## config.mk

```make
export PLATFORM = sky130hd
export DESIGN_NAME = rdm_packet_parser_core_flat
export DESIGN_NICKNAME = d
export VERILOG_FILES = /design/src/rtl/rdmpp_pkg.sv /design/src/rtl/rdmpp_if.sv /design/src/rtl/rdmpp_parse.sv /design/src/rtl/rdm_packet_parser_core.sv /design/src/flat_wrapper.sv
export SDC_FILE = /design/constraint.sdc
export NUM_CORES = 1
export LEC_CHECK = 0
export BUFFER_PORTS_ARGS = -buffer_cell sky130_fd_sc_hd__buf_2
export CAP_MARGIN = 15
export CORE_UTILIZATION = 45
export CTS_BUF_LIST = sky130_fd_sc_hd__clkbuf_4 sky130_fd_sc_hd__clkbuf_8
export DETAILED_ROUTE_END_ITERATION = 12
export PLACE_DENSITY = 0.67
export SLEW_MARGIN = 25
export SYNTH_ARGS = -nofsm -noshare
export SYNTH_HDL_FRONTEND = slang
export SYNTH_SLANG_ARGS = --single-unit
```

## constraint.sdc

```tcl
create_clock -name clk_i -period 12.52 [get_ports clk_i]
set_clock_uncertainty 0.2 [all_clocks]
set_input_delay 3.13 -clock clk_i [delete_from_list [all_inputs] [get_ports clk_i]]
set_output_delay 3.13 -clock clk_i [all_outputs]
set_load 0.05 [all_outputs]
```

## src/rtl/rdmpp_pkg.sv

```systemverilog
`default_nettype none
package rdmpp_pkg;

  localparam int PosW = 9;
  localparam int UidW = 48;
  localparam int MinLength = 24;
  localparam logic [7:0] LeadCodeRst = 8'd204;
  localparam logic [7:0] SubCodeRst = 8'd1;

  typedef enum logic {
    CFG_LEAD_CODE = 1'b0,
    CFG_SUB_CODE  = 1'b1
  } cfg_idx_e;

  typedef enum logic [2:0] {
    ST_OK           = 3'd0,
    ST_START        = 3'd1,
    ST_SUB_START    = 3'd2,
    ST_SHORT_LENGTH = 3'd3,
    ST_LEN_MISMATCH = 3'd4,
    ST_TRUNCATED    = 3'd5,
    ST_CHECKSUM     = 3'd6
  } status_e;

  typedef struct packed {
    logic [7:0] lead_code;
    logic [7:0] sub_code;
  } cfg_t;

  typedef struct packed {
    logic [7:0] data;
    logic       start;
    logic       last;
  } byte_t;

  typedef struct packed {
    logic            kind;
    logic [7:0]      data_byte;
    status_e         status;
    logic [UidW-1:0] dst_uid;
    logic [UidW-1:0] src_uid;
    logic [7:0]      transaction_number;
    logic [7:0]      port_id;
    logic [7:0]      message_count;
    logic [15:0]     subdev;
    logic [7:0]      command_class;
    logic [15:0]     parameter_id;
    logic [7:0]      param_length;
  } res_t;

endpackage
`default_nettype wire

```

## src/rtl/rdmpp_if.sv

```systemverilog
`default_nettype none
interface rdmpp_in_if;
  logic       valid;
  logic       ready;
  logic [7:0] data_byte_in;
  logic       frame_start;
  logic       buffer_end;

  modport source (output valid, data_byte_in, frame_start, buffer_end, input ready);
  modport sink (input valid, data_byte_in, frame_start, buffer_end, output ready);
endinterface

interface rdmpp_out_if;
  logic        valid;
  logic        ready;
  logic        kind;
  logic [7:0]  data_byte_out;
  logic [2:0]  status;
  logic [47:0] dst_uid;
  logic [47:0] src_uid;
  logic [7:0]  transaction_number;
  logic [7:0]  port_id;
  logic [7:0]  message_count;
  logic [15:0] subdev;
  logic [7:0]  command_class;
  logic [15:0] parameter_id;
  logic [7:0]  param_length;

  modport source (output valid, kind, data_byte_out, status, dst_uid, src_uid,
                  transaction_number, port_id, message_count, subdev,
                  command_class, parameter_id, param_length, input ready);
  modport sink (input valid, kind, data_byte_out, status, dst_uid, src_uid,
                transaction_number, port_id, message_count, subdev,
                command_class, parameter_id, param_length, output ready);
endinterface
`default_nettype wire

```

## src/rtl/rdmpp_parse.sv

```systemverilog
`default_nettype none
module rdmpp_parse (
  input  logic            clk_i,
  input  logic            rst_ni,
  input  logic            step_i,
  input  rdmpp_pkg::cfg_t  cfg_i,
  input  rdmpp_pkg::byte_t item_i,
  output logic            res_valid_o,
  output rdmpp_pkg::res_t  res_o
);
  import rdmpp_pkg::*;

  logic [PosW-1:0] pos_q, pos_e, pos_d;
  logic            done_q, done_e, done_d;
  logic [7:0]      ml_q, ml_e, ml_d;
  logic [15:0]     sum_q, sum_e, sum_d;
  logic [7:0]      csh_q, csh_e, csh_d;
  logic [UidW-1:0] dest_q, dest_e, dest_d;
  logic [UidW-1:0] src_q, src_e, src_d;
  logic [7:0]      tn_q, tn_e, tn_d;
  logic [7:0]      port_q, port_e, port_d;
  logic [7:0]      mc_q, mc_e, mc_d;
  logic [15:0]     subdev_q, subdev_e, subdev_d;
  logic [7:0]      cc_q, cc_e, cc_d;
  logic [15:0]     pid_q, pid_e, pid_d;
  logic [7:0]      plen_q, plen_e, plen_d;

  logic            fail, fin, data_out, verdict, upd;
  status_e         status;
  logic [7:0]      b;
  logic [PosW-1:0] ml_ext;

  assign b      = item_i.data;
  assign ml_ext = PosW'(ml_e);

  // frame start clears the frame before the byte is taken
  always_comb begin
    if (item_i.start) begin
      pos_e    = '0;
      done_e   = 1'b0;
      ml_e     = '0;
      sum_e    = '0;
      csh_e    = '0;
      dest_e   = '0;
      src_e    = '0;
      tn_e     = '0;
      port_e   = '0;
      mc_e     = '0;
      subdev_e = '0;
      cc_e     = '0;
      pid_e    = '0;
      plen_e   = '0;
    end else begin
      pos_e    = pos_q;
      done_e   = done_q;
      ml_e     = ml_q;
      sum_e    = sum_q;
      csh_e    = csh_q;
      dest_e   = dest_q;
      src_e    = src_q;
      tn_e     = tn_q;
      port_e   = port_q;
      mc_e     = mc_q;
      subdev_e = subdev_q;
      cc_e     = cc_q;
      pid_e    = pid_q;
      plen_e   = plen_q;
    end
  end

  always_comb begin
    ml_d     = ml_e;
    csh_d    = csh_e;
    dest_d   = dest_e;
    src_d    = src_e;
    tn_d     = tn_e;
    port_d   = port_e;
    mc_d     = mc_e;
    subdev_d = subdev_e;
    cc_d     = cc_e;
    pid_d    = pid_e;
    plen_d   = plen_e;
    fail     = 1'b0;
    fin      = 1'b0;
    data_out = 1'b0;
    status   = ST_OK;
    pos_d    = pos_e + PosW'(1);

    if (pos_e < PosW'(3) || pos_e < ml_ext) begin
      sum_d = sum_e + 16'(b);
    end else begin
      sum_d = sum_e;
    end

    if (pos_e == PosW'(0)) begin
      if (b != cfg_i.lead_code) begin
        fail   = 1'b1;
        status = ST_START;
      end
    end else if (pos_e == PosW'(1)) begin
      if (b != cfg_i.sub_code) begin
        fail   = 1'b1;
        status = ST_SUB_START;
      end
    end else if (pos_e == PosW'(2)) begin
      ml_d = b;
      if (b < 8'(MinLength)) begin
        fail   = 1'b1;
        status = ST_SHORT_LENGTH;
      end
    end else if (pos_e <= PosW'(8)) begin
      dest_d = {dest_e[UidW-9:0], b};
    end else if (pos_e <= PosW'(14)) begin
      src_d = {src_e[UidW-9:0], b};
    end else if (pos_e == PosW'(15)) begin
      tn_d = b;
    end else if (pos_e == PosW'(16)) begin
      port_d = b;
    end else if (pos_e == PosW'(17)) begin
      mc_d = b;
    end else if (pos_e <= PosW'(19)) begin
      subdev_d = {subdev_e[7:0], b};
    end else if (pos_e == PosW'(20)) begin
      cc_d = b;
    end else if (pos_e <= PosW'(22)) begin
      pid_d = {pid_e[7:0], b};
    end else if (pos_e == PosW'(23)) begin
      plen_d = b;
      if (ml_ext != PosW'(MinLength) + PosW'(b)) begin
        fail   = 1'b1;
        status = ST_LEN_MISMATCH;
      end
    end else if (pos_e < ml_ext) begin
      data_out = 1'b1;
    end else if (pos_e == ml_ext) begin
      csh_d = b;
    end else begin
      fin    = 1'b1;
      status = ({csh_e, b} == sum_e) ? ST_OK : ST_CHECKSUM;
    end

    if (!fail && !fin && item_i.last) begin
      status = ST_TRUNCATED;
    end
  end

  assign verdict     = fail || fin || item_i.last;
  assign res_valid_o = !done_e && (verdict || data_out);
  assign done_d      = done_e || verdict;
  assign upd         = step_i && !done_e;

  always_comb begin
    res_o = '0;
    if (verdict) begin
      res_o.kind               = 1'b1;
      res_o.status             = status;
      res_o.dst_uid            = dest_d;
      res_o.src_uid            = src_d;
      res_o.transaction_number = tn_d;
      res_o.port_id            = port_d;
      res_o.message_count      = mc_d;
      res_o.subdev             = subdev_d;
      res_o.command_class      = cc_d;
      res_o.parameter_id       = pid_d;
      res_o.param_length       = plen_d;
    end else begin
      res_o.data_byte = b;
    end
  end

  always_ff @(posedge clk_i or negedge rst_ni) begin
    if (!rst_ni) begin
      pos_q    <= '0;
      done_q   <= 1'b1;
      ml_q     <= '0;
      sum_q    <= '0;
      csh_q    <= '0;
      dest_q   <= '0;
      src_q    <= '0;
      tn_q     <= '0;
      port_q   <= '0;
      mc_q     <= '0;
      subdev_q <= '0;
      cc_q     <= '0;
      pid_q    <= '0;
      plen_q   <= '0;
    end else if (upd) begin
      pos_q    <= pos_d;
      done_q   <= done_d;
      ml_q     <= ml_d;
      sum_q    <= sum_d;
      csh_q    <= csh_d;
      dest_q   <= dest_d;
      src_q    <= src_d;
      tn_q     <= tn_d;
      port_q   <= port_d;
      mc_q     <= mc_d;
      subdev_q <= subdev_d;
      cc_q     <= cc_d;
      pid_q    <= pid_d;
      plen_q   <= plen_d;
    end
  end

endmodule
`default_nettype wire

```

## src/rtl/rdm_packet_parser_core.sv

```systemverilog
`default_nettype none
// RDM frame parser, one byte per transfer.
// Flow: a byte is registered in the input stage, parsed there, and its result
//   goes into the output register when the input stage advances.
// Throughput: one byte per cycle if output is free; sum and header update bound it.
// Reset: asynchronous, active low; parser waits for a frame start, codes go to 204 and 1.
module rdm_packet_parser_core (
  input  logic        clk_i,
  input  logic        rst_ni,
  input  logic        cfg_we_i,
  input  logic        cfg_index_i,
  input  logic [7:0]  cfg_wdata_i,
  rdmpp_in_if.sink    byte_i,
  rdmpp_out_if.source result_o
);
  import rdmpp_pkg::*;

  cfg_t   cfg_q;
  logic   s1_valid_q;
  byte_t  s1_q;
  logic   out_valid_q;
  res_t   res_q;
  logic   s1_adv, out_free, pres_valid;
  res_t   pres;

  always_ff @(posedge clk_i or negedge rst_ni) begin
    if (!rst_ni) begin
      cfg_q.lead_code <= LeadCodeRst;
      cfg_q.sub_code  <= SubCodeRst;
    end else if (cfg_we_i) begin
      unique case (cfg_idx_e'(cfg_index_i))
        CFG_LEAD_CODE: cfg_q.lead_code <= cfg_wdata_i;
        CFG_SUB_CODE:  cfg_q.sub_code  <= cfg_wdata_i;
        default: ;
      endcase
    end
  end

  assign out_free     = !out_valid_q || result_o.ready;
  assign s1_adv       = s1_valid_q && (!pres_valid || out_free);
  assign byte_i.ready = !s1_valid_q || s1_adv;

  always_ff @(posedge clk_i or negedge rst_ni) begin
    if (!rst_ni) begin
      s1_valid_q <= 1'b0;
    end else if (byte_i.ready) begin
      s1_valid_q <= byte_i.valid;
    end
  end

  always_ff @(posedge clk_i) begin
    if (byte_i.valid && byte_i.ready) begin
      s1_q.data  <= byte_i.data_byte_in;
      s1_q.start <= byte_i.frame_start;
      s1_q.last  <= byte_i.buffer_end;
    end
  end

  rdmpp_parse u_parse (
    .clk_i       (clk_i),
    .rst_ni      (rst_ni),
    .step_i      (s1_adv),
    .cfg_i       (cfg_q),
    .item_i      (s1_q),
    .res_valid_o (pres_valid),
    .res_o       (pres)
  );

  always_ff @(posedge clk_i or negedge rst_ni) begin
    if (!rst_ni) begin
      out_valid_q <= 1'b0;
    end else if (s1_adv && pres_valid) begin
      out_valid_q <= 1'b1;
    end else if (result_o.ready) begin
      out_valid_q <= 1'b0;
    end
  end

  always_ff @(posedge clk_i) begin
    if (s1_adv && pres_valid) begin
      res_q <= pres;
    end
  end

  assign result_o.valid              = out_valid_q;
  assign result_o.kind               = res_q.kind;
  assign result_o.data_byte_out      = res_q.data_byte;
  assign result_o.status             = 3'(res_q.status);
  assign result_o.dst_uid            = res_q.dst_uid;
  assign result_o.src_uid            = res_q.src_uid;
  assign result_o.transaction_number = res_q.transaction_number;
  assign result_o.port_id            = res_q.port_id;
  assign result_o.message_count      = res_q.message_count;
  assign result_o.subdev             = res_q.subdev;
  assign result_o.command_class      = res_q.command_class;
  assign result_o.parameter_id       = res_q.parameter_id;
  assign result_o.param_length       = res_q.param_length;

`ifndef ASSERT_OFF
  a_res_lands: assert property (@(posedge clk_i) disable iff (!rst_ni)
    (s1_adv && pres_valid) |=> out_valid_q)
    else $error("parsed result not captured in output register");

  a_s1_holds: assert property (@(posedge clk_i) disable iff (!rst_ni)
    (s1_valid_q && !s1_adv) |=> (s1_valid_q && $stable(s1_q)))
    else $error("stalled input stage lost its byte");

  a_data_clean: assert property (@(posedge clk_i) disable iff (!rst_ni)
    (out_valid_q && !res_q.kind) |-> (res_q.status == ST_OK && res_q.dst_uid == '0
                                      && res_q.param_length == '0))
    else $error("data byte result carries header fields");

  a_no_overwrite: assert property (@(posedge clk_i) disable iff (!rst_ni)
    (out_valid_q && !result_o.ready) |-> !(s1_adv && pres_valid))
    else $error("output register overwritten while stalled");
`endif

endmodule
`default_nettype wire

```

## src/flat_wrapper.sv

```systemverilog
// flat-port wrapper written by rule: the top's interface ports become plain ports
module rdm_packet_parser_core_flat import rdmpp_pkg::*;
  (clk_i, rst_ni, cfg_we_i, cfg_index_i, cfg_wdata_i, byte_i_valid, byte_i_data_byte_in, byte_i_frame_start, byte_i_buffer_end, byte_i_ready, result_o_valid, result_o_kind, result_o_data_byte_out, result_o_status, result_o_dst_uid, result_o_src_uid, result_o_transaction_number, result_o_port_id, result_o_message_count, result_o_subdev, result_o_command_class, result_o_parameter_id, result_o_param_length, result_o_ready);
  rdmpp_in_if byte_i_i ();
  rdmpp_out_if result_o_i ();
  input  logic clk_i;
  input  logic rst_ni;
  input  logic cfg_we_i;
  input  logic cfg_index_i;
  input  logic [7:0] cfg_wdata_i;
  input wire logic [$bits(byte_i_i.valid)-1:0] byte_i_valid;
  input wire logic [$bits(byte_i_i.data_byte_in)-1:0] byte_i_data_byte_in;
  input wire logic [$bits(byte_i_i.frame_start)-1:0] byte_i_frame_start;
  input wire logic [$bits(byte_i_i.buffer_end)-1:0] byte_i_buffer_end;
  output wire logic [$bits(byte_i_i.ready)-1:0] byte_i_ready;
  output wire logic [$bits(result_o_i.valid)-1:0] result_o_valid;
  output wire logic [$bits(result_o_i.kind)-1:0] result_o_kind;
  output wire logic [$bits(result_o_i.data_byte_out)-1:0] result_o_data_byte_out;
  output wire logic [$bits(result_o_i.status)-1:0] result_o_status;
  output wire logic [$bits(result_o_i.dst_uid)-1:0] result_o_dst_uid;
  output wire logic [$bits(result_o_i.src_uid)-1:0] result_o_src_uid;
  output wire logic [$bits(result_o_i.transaction_number)-1:0] result_o_transaction_number;
  output wire logic [$bits(result_o_i.port_id)-1:0] result_o_port_id;
  output wire logic [$bits(result_o_i.message_count)-1:0] result_o_message_count;
  output wire logic [$bits(result_o_i.subdev)-1:0] result_o_subdev;
  output wire logic [$bits(result_o_i.command_class)-1:0] result_o_command_class;
  output wire logic [$bits(result_o_i.parameter_id)-1:0] result_o_parameter_id;
  output wire logic [$bits(result_o_i.param_length)-1:0] result_o_param_length;
  input wire logic [$bits(result_o_i.ready)-1:0] result_o_ready;
  assign byte_i_i.valid = byte_i_valid;
  assign byte_i_i.data_byte_in = byte_i_data_byte_in;
  assign byte_i_i.frame_start = byte_i_frame_start;
  assign byte_i_i.buffer_end = byte_i_buffer_end;
  assign byte_i_ready = byte_i_i.ready;
  assign result_o_valid = result_o_i.valid;
  assign result_o_kind = result_o_i.kind;
  assign result_o_data_byte_out = result_o_i.data_byte_out;
  assign result_o_status = result_o_i.status;
  assign result_o_dst_uid = result_o_i.dst_uid;
  assign result_o_src_uid = result_o_i.src_uid;
  assign result_o_transaction_number = result_o_i.transaction_number;
  assign result_o_port_id = result_o_i.port_id;
  assign result_o_message_count = result_o_i.message_count;
  assign result_o_subdev = result_o_i.subdev;
  assign result_o_command_class = result_o_i.command_class;
  assign result_o_parameter_id = result_o_i.parameter_id;
  assign result_o_param_length = result_o_i.param_length;
  assign result_o_i.ready = result_o_ready;
  rdm_packet_parser_core u_core (.clk_i(clk_i), .rst_ni(rst_ni), .cfg_we_i(cfg_we_i), .cfg_index_i(cfg_index_i), .cfg_wdata_i(cfg_wdata_i), .byte_i(byte_i_i), .result_o(result_o_i));
endmodule
```

==> key figures, run 1 <==
CTS
  – Insertion delay to the later sink of the worst-skew pair: 0.63 ns
  – CTS tree: built
  – CTS max path bufs: 3
  – Max H-tree Level: 3
  – Clock transition at path regs: approximately 0.060 ns
  – Post-CTS Setup Inserts: 0
  – Clk root buf: clkbuf_8
  – Total CTS buffers: 70
  – Post-cts resize count: 0
  – Sink Count: around 420
  – Hold Buf Count CTS: 0

Die
  – FP Rows: 74
  – DIE WIDTH: 205.6 um
  – Starting Density: 0.4569
  – Die Area: 0.04228 mm^2
  – Die Y-Extent: 205.6 um
  – Core ar.: a little over 0.04 mm^2
  – # IOs: 206

Detailed routing
  – Via density: 5.762
  – ANT nets after route: 0
  – WL/cell: between 20 and 25 um
  – # DRC: 0
  – DRT met1 WL: 22030 um
  – WL met2: ~23000 um
  – Final WL: 49240 um
  – Drt first pass iters: 5
  – Top Layer Used: met4
  – Initial DRC Count: 1103
  – Detail Route met3 WL: 2830 um
  – Via count: around 14000

STA
  – Min cycle time layout: 7.435 ns
  – Max Slew Vio Count: 0
  – WHS: 0.2820 ns
  – Setup violators final: 0
  – Hold Vio Cnt, Final: 0
  – Worst Tran Pin Value: 1.030 ns
  – RSZ-0062 raised after global routing: false
  – Maximum clock rate: 0.1345 GHz
  – Max_slew headroom: 0.3134
  – Setup_tns: 0 ns
  – Final Cycle Share: 0.5939

Finish
  – Synth-to-Final Area Change: 15.25%
  – ANT cells: 0
  – Commonest non-fill, non-tap cells in the layout: nand2_1, dfrtp_1, buf_2
  – Layout cell share with drive strength beyond 1: 0.2269
  – Nets: 1824
  – Final Util: 0.5266
  – Layout fillers: between 3000 and 4000
  – Cell Count, Final, Fillers Out: 2370
  – Commonest non-fill, non-tap cell in the layout: nand2_1

Critical path
  – Cells on worst reg2reg path: 15
  – Worst-path cell chain: buf_4, clkinv_1, buf_4, nand2_1, inv_1, ha_1, nor2b_1, nor4_1, o21ai_0, a21boi_1, o21ba_2, nand3_1, nand3_1, buf_2
  – Crit end category: primary output
  – Crit path required time: about 9.2 ns
  – CP max stage delay: 0.46 ns
  – CP arrival: 4.11 ns
  – Slowest CP cell: buf_4
  – Crit path kind: reg2out
  – Worst setup SP type: flip-flop
  – Crit-path max FO: 45

Logic synthesis
  – Syn nets: around 1600
  – Mapped Area: 0.01866 mm^2
  – Synth warn: 0
  – FF+latch count, synth: 418
  – Top_reg_cell synth: dfrtp_1
  – Post-Syn Area per Cell: 11.66 um^2
  – Synth Instances: 1600
  – EDFF count, synth: 190
  – Post-synthesis sequential area ratio: 0.6120
  – Netlist cell types: 75
  – Async SR Flop Fraction: 0.5455

Power and ir drop
  – Pwr Total: 4.463 mW
  – NetSw: 1.725 mW
  – Sequential power share: 0.417
  – Sw Ratio: 0.3865
  – Clock network power share: 0.277
  – Pwr Density: between 200 and 250 mW/mm^2
  – Cell Int Power: 2.738 mW
  – Lkg Pwr: 8.818 nW
  – Gate power share: 0.306
  – VDD IR max: 0.0001136 V

Global route
  – Gr usage total: 0.2344
  – Antenna violations before repair: 0
  – Vias in the first global route: 13282
  – Largest net degree at the start of global routing: 157
  – Grt ovf: 0
  – First-pass GRT wire length: 76630 um

Flow run
  – Maxcap violations: 0

Hold path
  – Depth of the worst hold-timing path: 2
  – Worst min path class: reg2reg

Place
  – Placed wire-length estimate: around 30000 um
  – Placer Congestion: roughly 0.9
  – Placed cells: 2240
  – Port bufs: 205

Run status
  – Status: finished clean
==> worst max-delay path, delay by kind of cell (launching register included) <==
kind                       cells  cell delay, ns
DFF                            1            0.36
adders and majority gates      1            0.25
AOI/OAI and AO/OA              3            0.73
buffers and inverters          5            1.17
and+or+nand+nor                5            0.94
==> kinds of logic after synthesis <==
group,share of synthesized area
DFF,0.6120
AOI/OAI and AO/OA,0.1888
adders and majority gates,0.01381
and+or+nand+nor,0.1123
muxes,0.01837
buffers and inverters,0.03534
xor gates and xnor gates,0.01931
==> routing by layer <==
layer | global-route usage | vias up
met4 | 0.08915 | 0
met1 | 0.3336 | 6822
met3 | 0.04213 | 86
met5 | 0 | -
met2 | 0.3562 | 466
li1 | - | 6281
==> cells in the mapped netlist, types with 4 or more instances <==
cell | number | area share
a32o_1 | 7 | 0.0038
nor3_1 | 12 | 0.0032
a22oi_1 | 41 | 0.016
mux2_2 | 26 | 0.016
o2bb2ai_1 | 10 | 0.0047
nand3_1 | 29 | 0.0078
buf_2 | 17 | 0.0046
o22ai_2 | 6 | 0.0040
ha_1 | 19 | 0.013
xnor2_1 | 26 | 0.012
and2_1 | 6 | 0.0020
buf_4 | 7 | 0.0028
a2111oi_0 | 7 | 0.0033
buf_1 | 5 | 0.0010
nor2_1 | 86 | 0.017
a21oi_1 | 161 | 0.043
nor4_1 | 9 | 0.0030
a211o_1 | 5 | 0.0023
xor2_1 | 10 | 0.0047
a22o_1 | 168 | 0.079
nand2b_1 | 9 | 0.0030
nor2b_1 | 19 | 0.0064
inv_1 | 20 | 0.0040
a221o_1 | 4 | 0.0021
a21oi_2 | 4 | 0.0019
and3_1 | 18 | 0.0060
a211oi_1 | 5 | 0.0020
clkbuf_1 | 88 | 0.018
o21ai_0 | 19 | 0.0051
o21a_1 | 5 | 0.0020
mux2i_1 | 5 | 0.0027
buf_6 | 8 | 0.0048
nand4_1 | 11 | 0.0037
nand2_1 | 244 | 0.049
dfrtp_1 | 222 | 0.30
o211ai_1 | 5 | 0.0020
o22ai_4 | 4 | 0.0043
dfstp_2 | 6 | 0.0084
a31oi_1 | 5 | 0.0017
edfxtp_1 | 190 | 0.31
==> through the flow <==
stage,area (um^2),worst slack (ns)
final,21500,5.085
after global routing,21500,4.750
after CTS,21500,5.076
after detailed placement,20050,5.214
after global placement,20050,5.240
after floorplan,18660,0.9290
==> path summary, 6_finish.rpt <==
check | from | endpoint | slack, ns
min in group asynchronous | rst_ni | u_core.u_parse.port_q[0] | 2.30
setup / recovery | u_core.s1_q[1] | byte_i_ready | 5.08
hold / removal | u_core.u_parse.done_q | u_core.u_parse.done_q | 0.28
max in group asynchronous | rst_ni | u_core.u_parse.dest_q[45] | 8.53
hold reg to reg | u_core.u_parse.done_q | u_core.u_parse.done_q | 0.28
setup reg to reg | u_core.s1_q[1] | u_core.result_o.dst_uid[7] | 7.17
==> registers in the layout, summed over array words and instances (netlist names), 16 cells and up <==
signal and flops:
u_core.u_parse.sum_q 16, u_core.u_parse.pid_q 16, u_core.result_o.src_uid 48, u_core.u_parse.src_q 48, u_core.u_parse.dest_q 48, u_core.cfg_q 16
u_core.result_o.subdev 16, u_core.result_o.parameter_id 16, u_core.result_o.dst_uid 48, u_core.u_parse.subdev_q 16
==> layout make-up <==
type / count / area, um^2 / share of cell area
Inverter: 22 / 82.58 / 0.003840
Clock inverter: 28 / 177.7 / 0.008263
Timing Repair Buffer: 233 / 1262 / 0.05871
Sequential cell: 418 / 11420 / 0.5310
Multi-Input combinational cell: 1035 / 6630 / 0.3083
Clock buffer: 102 / 1266 / 0.05888
Tap cell: 532 / 665.6 / 0.03096
==> power groups by stage <==
stage	clock [mW]	sequential, mW	combinational (mW)
global route	1.33	1.89	1.46
CTS	1.27	1.86	1.37
global placement	0	1.88	1.35
detailed placement	0	1.88	1.37
floorplan	0	2.28	0.640
finish	1.23	1.86	1.37
No activity file was read; power rests on OpenSTA's default activity.
==> run 2, diff against run 1 <==
==> constraint.sdc (replaced) <==
create_clock -name clk_i -period 7.7 [get_ports clk_i]
set_clock_uncertainty 0.2 [all_clocks]
set_input_delay 1.925 -clock clk_i [delete_from_list [all_inputs] [get_ports clk_i]]
set_output_delay 1.925 -clock clk_i [all_outputs]
set_load 0.05 [all_outputs]
==> run 2 against run 1 <==
  * Sequential share of layout area down 0.068 points
  * Die area stayed put
  * Cell area is 0.13% higher
  * Combinational power grew 62%
  * Critical path type unchanged
  * First-iteration DRC count is 8.1% lower
  * Routed wire length shrank 0.17%
  * Non-clock buffer count unchanged
  * Critical endpoint unchanged
==> key figures, run 2 (synthesis gave the netlist of run 1 again) <==
Critical path
  – Slowest CP cell: buf_4
  – Cells on worst reg2reg path: 11 (-4)
  – Reg2reg setup slack: 2.76 ns (-4.41 ns)
  – CP arrival: 3.96 ns (-0.15 ns)
  – Family with the most delay on the worst path: simple AND/OR/NAND/NOR gates
  – Worst setup SP type: flip-flop
  – Crit end category: primary output
  – R2r endpoint: u_core.result_o.message_count[2]
  – Crit-path max FO: 67 (+49%)
  – CP max stage delay: 0.64 ns (+0.18 ns)
  – CP bufs+invs: 2 (-3)
  – Crit path kind: reg2out
  – CP most frequent cell: nand3_1
  – Crit path required time: 5.58 ns (-3.61 ns)
  – RR Startpoint: u_core.s1_q[1]
  – Worst-path cell chain: buf_4, nor2b_1, ha_1, nor4_1, o21ai_0, a21boi_1, o21ba_2, nand3_1, nand3_1, buf_2

STA
  – Final Cycle Share: 0.7898
  – Max_slew headroom: 0.3009 (-0.01255)
  – Worst Tran Pin Value: 1.049 ns (+0.01883 ns)
  – Setup violators final: 0 (unchanged)
  – Worst setup margin: 1.618 ns (-3.466 ns)
  – Setup_tns: 0 ns (unchanged)
  – Maximum clock rate: 0.1644 GHz
  – Min cycle time layout: 6.082 ns
  – Max Slew Vio Count: 0 (unchanged)
  – Hold Vio Cnt, Final: 0 (unchanged)
  – RSZ-0062 raised after global routing: false

Run status
  – Status: finished clean

Power and ir drop
  – VDD IR max: 0.0001505 V (+33%)
  – Pwr Density: 339.5 mW/mm^2 (+64%)
  – Lkg Pwr: 8.841 nW (+0.26%)

Finish
  – Synth-to-Final Area Change: 15.40%
  – Nets: 1825 (+0.055%)
  – ANT cells: 0 (unchanged)
  – Commonest non-fill, non-tap cell in the layout: nand2_1
  – Commonest non-fill, non-tap cells in the layout: nand2_1, dfrtp_1, buf_2
  – Layout cell share with drive strength beyond 1: 0.2280 (+0.001088)
  – Layout fillers: 3586 (-0.056%)

Die
  – Core ar.: 0.04083 mm^2 (unchanged)
  – FP Rows: 74 (unchanged)
  – Die Y-Extent: 205.6 um (unchanged)
  – Starting Density: 0.4569 (unchanged)
  – DIE WIDTH: 205.6 um (unchanged)
  – Die Area: 0.04228 mm^2 (unchanged)
  – # IOs: 206 (unchanged)

CTS
  – CTS max path bufs: 3 (unchanged)
  – CTS tree: built
  – Total CTS buffers: 71 (+1.4%)
  – Hold Buf Count CTS: 0 (unchanged)
  – Insertion delay to the later sink of the worst-skew pair: 0.64 ns (about the same)
  – Sink Count: 418 (unchanged)
  – Clk root buf: clkbuf_8
  – Post-CTS Setup Inserts: 0 (unchanged)
  – Max H-tree Level: 3 (unchanged)
  – Clock transition at path regs: 0.05 ns (about the same)
  – Post-cts resize count: 0 (unchanged)

Hold path
  – Worst min path class: reg2reg
  – Hold Crit Endpoint: u_core.u_parse.done_q
  – Depth of the worst hold-timing path: 2 (unchanged)
  – Hold path startpoint: u_core.u_parse.done_q

Detailed routing
  – ANT nets after route: 0 (unchanged)
  – Via count: 13608 (-0.34%)
  – Top Layer Used: met4
  – WL met2: 23350 um (+1.1%)
  – DRT met1 WL: 22300 um (+1.2%)
  – # DRC: 0 (unchanged)
  – Via density: 5.742 (-0.34%)
  – Detail Route met3 WL: 2307 um (-18%)
  – Drt first pass iters: 5 (unchanged)
  – WL/cell: 20.74 um (-0.17%)
  – Final WL: 49160 um (-0.17%)
  – Initial DRC Count: 1014 (-8.1%)

Place
  – Dpl ws: 2.315 ns (-2.899 ns)
  – Port bufs: 205 (unchanged)
  – Placed wire-length estimate: 30450 um (+0.65%)
  – Placer Congestion: 0.9226 (+0.54%)

Global route
  – Antenna violations before repair: 0 (unchanged)
  – First-pass GRT wire length: 76140 um (-0.64%)
  – Vias in the first global route: 13247 (-0.26%)
  – Gr usage total: 0.2331 (-0.001212)
  – Grt ovf: 0 (unchanged)
  – Largest net degree at the start of global routing: 119 (-24%)

Flow run
  – Maxcap violations: 0 (unchanged)
-- run 2: cell count changes in the layout (fill, tap and decap cells not counted), moves of 2 or more --
cell	delta
clkbuf_8	-7
clkbuf_4	+3
clkinv_2	+3
bufinv_16	+2
clkinv_1	-2
clkinvlp_4	-2
inv_12	+2
inv_6	-2
inv_8	+2
-- run 2: final cells by class --
cell class              count  area [um^2]  area share
clock buffers              98         1192     0.05538
clock inverters            32        284.0     0.01319
inverters                  22        82.58    0.003835
multi-input cells        1035         6629      0.3079
flip-flops and latches    418        11420      0.5303
well taps                 532        665.6     0.03092
repair buffers            233         1259     0.05846
-- run 2: power by group --
group          internal [mW]  total, mW  leakage, nW  switching, mW
Sequential              2.78       3.02         4.89          0.240
Combinational          0.563       2.22         3.16           1.65
Clock                   1.13       2.07        0.790          0.941
Total                   4.48       7.31         8.84           2.83
-- run 2: tightest hold or removal path: cells and delay by family, from the launching register on --
kind	cells	cell delay, ns
buf+inv	1	0.04
flops	1	0.37
compound gates	1	0.06
-- run 2: worst max path at each step --
stage	startpoint	end	slack, ns	depth (start not counted)
after global placement	u_core.s1_q[1]	byte_i_ready	2.37	10
after detailed placement	u_core.s1_q[1]	byte_i_ready	2.32	10
after global routing	u_core.s1_q[1]	byte_i_ready	1.32	10
after floorplan	u_core.s1_q[1]	u_core.result_o.command_class[0]	1.22	12
after CTS	u_core.s1_q[1]	byte_i_ready	1.62	10
final	u_core.s1_q[1]	byte_i_ready	1.62	10
-- run 2: per-layer routing --
layer | vias to the layer above | track usage
met5 | - | 0
met4 | 0 | 0.08757
met3 | 80 | 0.03722
met2 | 384 | 0.3614
met1 | 6858 | 0.3294
li1 | 6286 | -
-- run 2: metrics by stage --
| stage | std cells | hold slack, ns | total power [mW] | instance area (um^2) | utilization |
|---|---|---|---|---|---|
| finish | 2370 | 0.2732 | 7.309 | 21530 | 0.5273 |
| global route | 2370 | 0.2997 | 7.648 | 21530 | 0.5273 |
| CTS | 2370 | 0.2773 | 7.361 | 21530 | 0.5273 |
| detailed placement | 2240 | 0.2703 | 5.280 | 20050 | 0.4911 |
| global placement | 2240 | 0.2529 | 5.249 | 20050 | 0.4911 |
| floorplan | 1600 | 0.2405 | 4.709 | 18670 | - |
